### config.mk
export PLATFORM = sky130hd
export DESIGN_NAME = deadline_sorted_timer_queue
export DESIGN_NICKNAME = d
export VERILOG_FILES = /design/src/sv/dstq_pkg.sv /design/src/sv/deadline_sorted_timer_queue.sv
export SDC_FILE = /design/constraint.sdc
export NUM_CORES = 2
export LEC_CHECK = 0
export ABC_AREA = 1
export BUFFER_PORTS_ARGS = -buffer_cell sky130_fd_sc_hd__buf_4
export CORE_MARGIN = 3
export CORE_UTILIZATION = 30
export CTS_BUF_LIST = sky130_fd_sc_hd__clkbuf_4 sky130_fd_sc_hd__clkbuf_8
export DETAILED_ROUTE_END_ITERATION = 12
export HOLD_SLACK_MARGIN = 0.12
export PLACE_DENSITY_LB_ADDON = 0.15
export REMOVE_ABC_BUFFERS = 1
export SETUP_SLACK_MARGIN = 0.2
export SYNTH_ARGS = -nofsm -noshare
export SYNTH_HDL_FRONTEND = slang
export SYNTH_SLANG_ARGS = --single-unit
### constraint.sdc
create_clock -name clk -period 7.55 [get_ports clk]
set_input_delay 0.755 -clock clk [delete_from_list [all_inputs] [get_ports clk]]
set_output_delay 0.755 -clock clk [all_outputs]
set_load 0.05 [all_outputs]
### src/sv/dstq_pkg.sv
`timescale 1ns / 1ps
`default_nettype none

package dstq_pkg;

    localparam int TOKEN_BITS  = 16;
    localparam int TIME_BITS   = 32;
    localparam int WAIT_BITS   = 8;
    localparam int QUEUE_DEPTH = 16;

    localparam logic KIND_ADD  = 1'b0;
    localparam logic KIND_TICK = 1'b1;

    typedef enum logic [1:0] {
        ST_ADDED = 2'd0,
        ST_FULL  = 2'd1,
        ST_FIRED = 2'd2
    } status_t;

    typedef struct packed {
        logic                        kind;
        logic signed [WAIT_BITS-1:0] wait_req;
        logic [TOKEN_BITS-1:0]       token;
    } req_t;

    typedef struct packed {
        status_t               status;
        logic [TOKEN_BITS-1:0] fired_token;
        logic [TIME_BITS-1:0]  deadline;
        logic                  last;
    } rsp_t;

    typedef struct packed {
        logic [TIME_BITS-1:0]  deadline;
        logic [TOKEN_BITS-1:0] token;
    } entry_t;

    // True when deadline a lies strictly before deadline b, modulo wrap.
    function automatic logic time_before(input logic [TIME_BITS-1:0] a,
                                         input logic [TIME_BITS-1:0] b);
        logic [TIME_BITS-1:0] diff;
        diff = a - b;
        return diff[TIME_BITS-1];
    endfunction

endpackage

`default_nettype wire

### src/sv/deadline_sorted_timer_queue.sv
// Words are taken one at a time: busy stays high until a word is finished; a rejected add
// answers without raising busy. Each step of a shift or a compaction is a memory read
// followed by its write.
// Results are registered and shown for one cycle each; the receiver cannot stall them.
// Reset clears the time counter and the entry count; the entry memory itself is not cleared.
`timescale 1ns / 1ps
`default_nettype none

module deadline_sorted_timer_queue #(
    parameter int QUEUE_DEPTH = dstq_pkg::QUEUE_DEPTH
) (
    input  wire logic         clk,
    input  wire logic         rst_n,
    input  wire logic         start,
    output logic              busy,
    input  wire dstq_pkg::req_t req,
    output logic              rsp_strobe,
    output dstq_pkg::rsp_t    rsp
);

    localparam int IW = (QUEUE_DEPTH > 1) ? $clog2(QUEUE_DEPTH) : 1;
    localparam int CW = $clog2(QUEUE_DEPTH + 1);
    localparam int TB = dstq_pkg::TIME_BITS;
    localparam int WB = dstq_pkg::WAIT_BITS;

    typedef enum logic [8:0] {
        S_IDLE = 9'b000000001,
        S_ARD  = 9'b000000010,
        S_ACMP = 9'b000000100,
        S_SRD  = 9'b000001000,
        S_SWR  = 9'b000010000,
        S_INS  = 9'b000100000,
        S_TRD  = 9'b001000000,
        S_TCMP = 9'b010000000,
        S_TEND = 9'b100000000
    } state_t;

    state_t               state_reg, state_next;
    logic [TB-1:0]        now_reg, now_next;
    logic [CW-1:0]        count_reg, count_next;
    logic [CW-1:0]        idx_reg, idx_next;
    logic [CW-1:0]        pos_reg, pos_next;
    logic [CW-1:0]        j_reg, j_next;
    logic                 compact_reg, compact_next;
    dstq_pkg::entry_t     new_reg, new_next;
    dstq_pkg::entry_t     pend_reg, pend_next;
    logic                 pend_vld_reg, pend_vld_next;
    logic                 rsp_strobe_reg, rsp_strobe_next;
    dstq_pkg::rsp_t       rsp_reg, rsp_next;

    dstq_pkg::entry_t     entry_mem [QUEUE_DEPTH];
    dstq_pkg::entry_t     rd_data_reg;
    logic [IW-1:0]        rd_addr;
    logic                 mem_we;
    logic [IW-1:0]        mem_wa;
    dstq_pkg::entry_t     mem_wd;
    logic [TB-1:0]        add_dl;

    assign add_dl = now_reg + {{(TB - WB){req.wait_req[WB-1]}}, req.wait_req};

    always_ff @(posedge clk)
    begin
        if (mem_we)
        begin
            entry_mem[mem_wa] <= mem_wd;
        end
        rd_data_reg <= entry_mem[rd_addr];
    end

    always_comb
    begin
        state_next      = state_reg;
        now_next        = now_reg;
        count_next      = count_reg;
        idx_next        = idx_reg;
        pos_next        = pos_reg;
        j_next          = j_reg;
        compact_next    = compact_reg;
        new_next        = new_reg;
        pend_next       = pend_reg;
        pend_vld_next   = pend_vld_reg;
        rsp_strobe_next = 1'b0;
        rsp_next        = rsp_reg;
        rd_addr         = idx_reg[IW-1:0];
        mem_we          = 1'b0;
        mem_wa          = pos_reg[IW-1:0];
        mem_wd          = new_reg;

        case (state_reg)
            S_IDLE:
            begin
                if (start)
                begin
                    if (req.kind == dstq_pkg::KIND_ADD)
                    begin
                        new_next.deadline = add_dl;
                        new_next.token    = req.token;
                        idx_next          = '0;
                        pos_next          = '0;
                        compact_next      = 1'b0;
                        if (count_reg == CW'(QUEUE_DEPTH))
                        begin
                            rsp_strobe_next      = 1'b1;
                            rsp_next.status      = dstq_pkg::ST_FULL;
                            rsp_next.fired_token = req.token;
                            rsp_next.deadline    = add_dl;
                            rsp_next.last        = 1'b1;
                        end
                        else if (count_reg == '0)
                        begin
                            state_next = S_INS;
                        end
                        else
                        begin
                            state_next = S_ARD;
                        end
                    end
                    else
                    begin
                        now_next      = now_reg + TB'(1);
                        idx_next      = '0;
                        pend_vld_next = 1'b0;
                        compact_next  = 1'b0;
                        if (count_reg != '0)
                        begin
                            state_next = S_TRD;
                        end
                    end
                end
            end

            S_ARD:
            begin
                rd_addr    = idx_reg[IW-1:0];
                state_next = S_ACMP;
            end

            S_ACMP:
            begin
                if (dstq_pkg::time_before(new_reg.deadline, rd_data_reg.deadline))
                begin
                    pos_next   = idx_reg;
                    j_next     = count_reg;
                    state_next = S_SRD;
                end
                else if (idx_reg + CW'(1) == count_reg)
                begin
                    pos_next   = count_reg;
                    state_next = S_INS;
                end
                else
                begin
                    idx_next   = idx_reg + CW'(1);
                    state_next = S_ARD;
                end
            end

            S_SRD:
            begin
                rd_addr    = j_reg[IW-1:0] - IW'(1);
                state_next = S_SWR;
            end

            S_SWR:
            begin
                mem_we = 1'b0;
                if (compact_reg)
                begin
                    mem_we = 1'b1;
                    mem_wa = j_reg[IW-1:0] - idx_reg[IW-1:0];
                    mem_wd = rd_data_reg;
                    if (j_reg + CW'(1) == count_reg)
                    begin
                        count_next = count_reg - idx_reg;
                        state_next = S_IDLE;
                    end
                    else
                    begin
                        j_next     = j_reg + CW'(1);
                        state_next = S_SRD;
                    end
                end
                else
                begin
                    mem_we = 1'b1;
                    mem_wa = j_reg[IW-1:0];
                    mem_wd = rd_data_reg;
                    j_next = j_reg - CW'(1);
                    if (j_reg - CW'(1) == pos_reg)
                    begin
                        state_next = S_INS;
                    end
                    else
                    begin
                        state_next = S_SRD;
                    end
                end
            end

            S_INS:
            begin
                mem_we               = 1'b1;
                mem_wa               = pos_reg[IW-1:0];
                mem_wd               = new_reg;
                count_next           = count_reg + CW'(1);
                rsp_strobe_next      = 1'b1;
                rsp_next.status      = dstq_pkg::ST_ADDED;
                rsp_next.fired_token = new_reg.token;
                rsp_next.deadline    = new_reg.deadline;
                rsp_next.last        = 1'b1;
                state_next           = S_IDLE;
            end

            S_TRD:
            begin
                rd_addr    = idx_reg[IW-1:0];
                state_next = S_TCMP;
            end

            S_TCMP:
            begin
                if (!dstq_pkg::time_before(now_reg, rd_data_reg.deadline))
                begin
                    if (pend_vld_reg)
                    begin
                        rsp_strobe_next      = 1'b1;
                        rsp_next.status      = dstq_pkg::ST_FIRED;
                        rsp_next.fired_token = pend_reg.token;
                        rsp_next.deadline    = pend_reg.deadline;
                        rsp_next.last        = 1'b0;
                    end
                    pend_next     = rd_data_reg;
                    pend_vld_next = 1'b1;
                    idx_next      = idx_reg + CW'(1);
                    if (idx_reg + CW'(1) == count_reg)
                    begin
                        state_next = S_TEND;
                    end
                    else
                    begin
                        state_next = S_TRD;
                    end
                end
                else if (pend_vld_reg)
                begin
                    state_next = S_TEND;
                end
                else
                begin
                    state_next = S_IDLE;
                end
            end

            S_TEND:
            begin
                rsp_strobe_next      = 1'b1;
                rsp_next.status      = dstq_pkg::ST_FIRED;
                rsp_next.fired_token = pend_reg.token;
                rsp_next.deadline    = pend_reg.deadline;
                rsp_next.last        = 1'b1;
                pend_vld_next        = 1'b0;
                j_next               = idx_reg;
                if (idx_reg == count_reg)
                begin
                    count_next = '0;
                    state_next = S_IDLE;
                end
                else
                begin
                    compact_next = 1'b1;
                    state_next   = S_SRD;
                end
            end

            default:
            begin
                state_next = S_IDLE;
            end
        endcase

        // During compaction the read runs forward from the first entry left behind.
        if (state_reg == S_SRD && compact_reg)
        begin
            rd_addr = j_reg[IW-1:0];
        end
    end

    always_ff @(posedge clk or negedge rst_n)
    begin
        if (!rst_n)
        begin
            state_reg      <= S_IDLE;
            now_reg        <= '0;
            count_reg      <= '0;
            idx_reg        <= '0;
            pos_reg        <= '0;
            j_reg          <= '0;
            compact_reg    <= 1'b0;
            pend_vld_reg   <= 1'b0;
            rsp_strobe_reg <= 1'b0;
        end
        else
        begin
            state_reg      <= state_next;
            now_reg        <= now_next;
            count_reg      <= count_next;
            idx_reg        <= idx_next;
            pos_reg        <= pos_next;
            j_reg          <= j_next;
            compact_reg    <= compact_next;
            pend_vld_reg   <= pend_vld_next;
            rsp_strobe_reg <= rsp_strobe_next;
        end
    end

    always_ff @(posedge clk)
    begin
        new_reg  <= new_next;
        pend_reg <= pend_next;
        rsp_reg  <= rsp_next;
    end

    assign busy       = (state_reg != S_IDLE);
    assign rsp_strobe = rsp_strobe_reg;
    assign rsp        = rsp_reg;

    a_count_bound: assert property (@(posedge clk) disable iff (!rst_n)
        count_reg <= CW'(QUEUE_DEPTH))
        else $error("entry count exceeds queue depth");

    a_full_only_when_full: assert property (@(posedge clk) disable iff (!rst_n)
        rsp_strobe && rsp.status == dstq_pkg::ST_FULL |-> count_reg == CW'(QUEUE_DEPTH))
        else $error("full status reported with free entries");

    a_tick_advances: assert property (@(posedge clk) disable iff (!rst_n)
        start && !busy && req.kind == dstq_pkg::KIND_TICK |=> now_reg == $past(now_reg) + TB'(1))
        else $error("tick did not advance time by one");

    a_fired_more_follow: assert property (@(posedge clk) disable iff (!rst_n)
        rsp_strobe && rsp.status == dstq_pkg::ST_FIRED && !rsp.last |-> busy)
        else $error("fired word without last while the queue went idle");

endmodule

`default_nettype wire

# Word level (Yosys, flattened, before mapping)
# Memories as Yosys holds them, arrays and structs flattened. A register that Yosys moved wholly into a read port is not among the register bits.
# Cells that the tools add are included.
[op_classes]
n_mux = 60
bitwise = 2
n_eq_ne = 32
reduce_logical = 23
addsub = 11
[ops]
columns = ["op", "n"]
rows = [
  ["51-bit 2-to-1 mux", 5],
  ["51-bit one-hot mux with 4 select lines", 1],
  ["9-bit 2-to-1 mux", 8],
  ["9-bit one-hot mux with 8 select lines", 1],
  ["5-bit 2-to-1 mux", 14],
  ["32-bit subtractor", 2],
  ["48-bit 2-to-1 mux", 1],
  ["5-bit one-hot mux with 3 select lines", 3],
  ["32-bit by 1-bit adder with 32-bit output, second input constant", 1],
  ["32-bit adder", 1],
  ["2-bit inequality test, second input constant", 13],
  ["4-bit 2-to-1 mux", 6],
  ["6-bit 2-to-1 mux", 4],
  ["5-bit == test", 4],
  ["5-bit by 1-bit adder with 5-bit output, second input constant", 3],
  ["3-bit AND reduction", 5],
  ["1-bit 2-to-1 mux", 13],
  ["3-bit inequality test, second input constant", 4],
  ["4-bit AND reduction", 3],
  ["3-bit nonzero test", 4],
  ["5-bit one-hot mux with 2 select lines", 1],
  ["9-bit by 1-bit == test with 1-bit output, second input constant", 1],
  ["9-bit by 2-bit == test with 1-bit output, second input constant", 1],
  ["9-bit by 3-bit == test with 1-bit output, second input constant", 1],
  ["24 further kinds", 28],
]
[totals]
output_inout_bits = 53
ff_bits = 211
ramBits = 768
in_bits = 28
memories = 1
[memory_table]
columns = ["memory", "depth", "word_bits", "rd", "rd_clocked_by_memory_dff", "wr", "line_no", "rtl"]
rows = [
  ["entry_mem", 16, 48, 1, 1, 1, "deadline_sorted_timer_queue.sv:51", "dstq_pkg::entry_t entry_mem [QUEUE_DEPTH];"],
]

# Longest topological paths before layout
[logic_depth]
depth_word = 6
depth_mapped = 18

# Worst setup path after synthesis
# No wires, ideal clock.
[synth_timing]
path_kind = "register to register"
from = "register j_reg[0]"
to = "memory entry_mem[12][0] in the netlist's numbering, enable pin"
t_required_ns = 7.096
period_less_slack_ns = 4.274
path_buffers = 1
path_slack_ns = 3.276
setup_ns = 0.454
t_arrival_ns = 3.820
stages_incl_launch_ff = 10
cell_sequence = "dfrtp_1 > buf_2 > inv_1 > ha_1 > fa_1 > xnor2_1 > o21ai_0 > o21ai_0 > nand3_1 > nor2_1"
[synth_via]
elab_chain_len = 3
[synth_lines]
columns = ["element", "line_no", "rtl"]
rows = [
  ["from (decl)", "deadline_sorted_timer_queue.sv:43", "logic [CW-1:0] j_reg, j_next;"],
  ["from (signal assigned)", "deadline_sorted_timer_queue.sv:309", "j_reg <= j_next;"],
  ["4-bit subtractor", "deadline_sorted_timer_queue.sv:170", "mem_wa = j_reg[IW-1:0] - idx_reg[IW-1:0];"],
  ["4-bit 2-to-1 mux *", "deadline_sorted_timer_queue.sv:167", "if (compact_reg)"],
  ["4-bit 2-to-1 mux *", "deadline_sorted_timer_queue.sv:89", "case (state_reg)"],
  ["to (decl)", "deadline_sorted_timer_queue.sv:51", ""],
]
# Every way passes the cells marked *; elsewhere a longest branch is shown, timed or not.

# Worst setup path after layout
[layout_timing]
from = "register state_reg[8]"
to = "memory entry_mem[2][10] in the netlist's numbering, enable pin"
[layout_via]
elab_chain_len = 5
elab_cells_between_ends = 7
classes_between = "2 x eq/ne; 4 x mux; 1 x reduce/logical"
[layout_lines]
columns = ["element", "line_no", "rtl"]
rows = [
  ["from (decl)", "deadline_sorted_timer_queue.sv:38", "state_t state_reg, state_next;"],
  ["from (signal assigned)", "deadline_sorted_timer_queue.sv:304", "state_reg <= state_next;"],
  ["9-bit by 5-bit == test with 1-bit output or 9-bit by 6-bit == test with 1-bit output (tied branches)", "deadline_sorted_timer_queue.sv:89", ""],
  ["2-bit OR reduction (no line)", "--", ""],
  ["1-bit 2-to-1 mux", "--", ""],
  ["1-bit 2-to-1 mux", "deadline_sorted_timer_queue.sv:63", "if (mem_we)"],
  ["1-bit 2-to-1 mux (not written as such)", "deadline_sorted_timer_queue.sv:65", "entry_mem[mem_wa] <= mem_wd;"],
]
# Several ways; a longest one is shown, not always the timed one.

==> impl_results.md <==
- Adder-cell share of the synthesized area: approximately 3%
- Antenna violations before repair: 6
- Post-CTS setup buffer count: 0
- Non-filler instance count after layout: 6551
- DR pass1 iterations: 5
- ANT nets after route: 0
- Most frequent CP cell: buf_4
- Max IR drop VDD: 0.000165 V
- Buffer depth of the longest clock path: 3
- Starting Density: ~30%
- Drc violations: 0
- Area of the core: roughly 150000 µm²
- Top-area cell type share of the netlist area: 59.9%
- Area delta synth->final: 15.3%
- Mux contribution to synthesized area: 0%
- Synth cell types: 61
- CP Data Required Time: 8.05 ns
- Clock power share: 35.4%
- Layout cell share with drive strength beyond 1: 12.0%
- Detail Placement HPWL: 82600 µm
- Resize count post-CTS: 0
- Final setup viols: 0
- CP arrival: 4.91 ns
- FF-to-FF setup slack: between 3 and 4 ns
- Top cells by instance count after synthesis: nand2_1 (1096), edfxtp_1 (915), nand3_1 (354)
- Complex-gate fraction of the synthesized area: 7.53%
- Crit-path slowest cell: nor2_4
- Worst Min Path Start: req[24]
- Crit Path Class: flop to flop
- Tot Pwr: 15.3 mW
- Htree depth: 4
- Fin Hold WS: around 0.27 ns
- # port buffers: 80
- Largest family of logic cells by synthesized area: simple AND/OR/NAND/NOR gates
- Worst Path Buf+Inv: 4
- Kind of cell adding the most delay to the critical path: simple AND/OR/NAND/NOR gates
- RSZ-0062 raised after global routing: no
- Switching power: 4.83 mW
- Worst path max stage delay: about 0.95 ns
- Worst hold path endpoint: state_reg[6]$_DFFE_PN0P_
- Hold_buf cts: 18
- PwrDens: 290 nW/µm²
- Simple-Gate Fraction of Synth Area: 17.7%
- Nature of the critical path startpoint: flop
- WL final: approximately 140000 µm
- Pint: 10.5 mW
- Clock Skew: a little over 0.04 ns
- Synthesized area: 45900 µm²
- Post-Synth XOR/XNOR Area: 1.57%
- Worst-Skew Late Latency: 0.91 ns
- Dpl ws: 3.11 ns
- Comb pwr share: a little under a fifth
- Fin crit share: 58.4%
- Ys async rst share: 6.23%
- Relative slew margins: 15.3%
- CTS clk-pin slew, worst paths: 0.06 ns
- Dpl cells: 6186
- Utilization after layout: 35.0%
- Row count: 142
- GP Congestion: 0.856
- Die Y: 397 µm
- Filler cells: 15026
- Max reg flops: 768
- Vias: 31236
- Hold WC Path Type: input port to flop
- Crit path time final: between 4 and 5 ns
- Die width: 397 µm
- FF+latch count, synth: 1027
- Crit path cell chain: inv_4 > nand4_1 > nor2_4 > buf_4 > buf_4 > nor2_1 > nor2_1 > nand2_1 > nor2_4 > buf_4
- Gr usage total: 17.8%
- CTS root buf: clkbuf_8
- Crit-path max FO: 26
- Total Nets Final: 4509
- Most used flip-flop cell after synthesis: edfxtp_1
- Yosys top cell by area: edfxtp_1
- R2r endpoint: entry_mem[2][10]$_DFFE_PP_
- Least-Margin Pin Slew: 1.27 ns
- First-pass GRT wire length: 209000 µm
- CTS Buf Count: 184
- Max-slew violations: 0
- R2R Path Start: state_reg[8]$_DFFE_PN0P_
- Sequential fraction of the synthesis area: 65.5%
- FMAX: 227 MHz
- Avg Vias per Cell: between 4 and 5
- DIE AREA: 158000 µm²
- Largest net degree at the start of global routing: 155
- Max Cap Viol: 0
- Final-report hold violation count: 0
- R2R depth: 10
- Vias in the first global route: 30898
- Top-Level Pins: 81
- Grt total ovfl: 0
- Yosys warning total: 0
- CTS Sinks: 1027
- CP endpoint kind: flop
- PnR worst setup slack: between 3 and 4 ns
- Sw Share: 31.5%
- Routed len/inst: roughly 22 µm
- Hold Crit Depth: 3
- Top post-synthesis cells by area: edfxtp_1 (60%), nand2_1 (9.0%), nand3_1 (3.9%)
- Sequential share of power: 45.6%
- Most frequent cell after synthesis: nand2_1
- Drt first-iter violations: 2067
- Status: finished clean
- Post-synth EDFFs: around 920
- Syn_area_per_cell: 10.9 µm²
- TritonCTS clock tree: built
- Static Leak: ~20 nW
- Cells after Synth: 4207
==> power groups by stage <==
| stage | sequential (mW) | combinational, mW | clock, mW |
|---|---|---|---|
| finish | 6.98 | 2.91 | 5.42 |
| CTS | 6.98 | 2.96 | 5.61 |
| detailed placement | 7.10 | 2.93 | 0 |
| floorplan | 7.08 | 1.76 | 0 |
| global route | 7.01 | 3.25 | 5.86 |
| global placement | 7.10 | 2.93 | 0 |
==> worst register-to-register path: stages, from the launching register on <==
cell and delay (ns):
dfrtp_1 0.49, inv_4 0.16, nand4_1 0.15, nor2_4 0.10
buf_4 0.37, buf_4 0.56, nor2_1 0.16, nor2_1 0.16
nand2_1 0.25, nor2_4 0.95, buf_4 0.62
==> logic make-up after synthesis <==
| family | count (synthesis) |
|---|---|
| buffers and inverters | 511 |
| AOI/OAI and AO/OA | 546 |
| DFF | 1027 |
| xor gates and xnor gates | 82 |
| adders and majority gates | 107 |
| and+or+nand+nor | 1934 |
==> area by class of cell <==
type                    instances  area, µm²  area share, %
flip-flops and latches       1027      30000           56.8
clock inverters                67        472          0.893
repair buffers                171       1380           2.61
diodes                          3       7.51         0.0142
well taps                    2016       2520           4.77
clock buffers                 277       3360           6.35
multi-input cells            2669      13900           26.2
inverters                     321       1220           2.31
==> per-layer routing <==
layer / vias up / GRT usage [%] / wire length [µm]
met5: - / 0 / 0
met4: 0 / 4.71 / 2680
met3: 185 / 2.74 / 6260
met2: 688 / 28.9 / 66000
met1: 15354 / 24.9 / 66700
li1: 15009 / - / -
==> placed cells by master, fill, tap and decap left out, types with 4 or more instances in the layout <==
master	instances
edfxtp_1	915
a21o_1	7
o211ai_1	195
clkinv_2	23
nor2_1	316
inv_8	4
clkinvlp_4	4
dlygate4sd3_1	18
a22oi_1	49
or2_2	20
buf_4	149
o21a_1	5
a21oi_1	68
nand3_1	354
inv_1	310
or2_1	30
clkbuf_4	73
clkbuf_8	204
and2_1	7
dfxtp_1	48
nand4_1	27
ha_1	104
clkinv_1	29
nor4_1	13
nand2_1	1095
o21ai_1	38
inv_2	5
o22ai_1	4
o21ai_0	157
nor2_2	4
xnor2_1	17
xor2_1	65
nor2_4	20
buf_12	4
nor3_1	31
dfrtp_1	63
==> through the flow <==
step	instance area (µm²)	TNS, ns
floorplan	44900	-409.62
global placement	48800	0
detailed placement	48800	0
CTS	52800	0
global route	52800	0
finish	52800	0
==> worst max-delay path by stage <==
stage	startpoint	to	slack, ns	cells past startpoint
after floorplan	state_reg[1]$_DFFE_PN0P_	rd_data_reg[0]$_DFF_P_	-8.53	10
after global placement	state_reg[8]$_DFFE_PN0P_	entry_mem[2][20]$_DFFE_PP_	3.10	10
after detailed placement	state_reg[8]$_DFFE_PN0P_	entry_mem[2][21]$_DFFE_PP_	3.11	10
after CTS	state_reg[8]$_DFFE_PN0P_	entry_mem[2][10]$_DFFE_PP_	3.06	10
after global routing	state_reg[8]$_DFFE_PN0P_	entry_mem[2][10]$_DFFE_PP_	2.93	10
final	state_reg[8]$_DFFE_PN0P_	entry_mem[2][10]$_DFFE_PP_	3.14	10
Power figures use the tool's default switching activity.
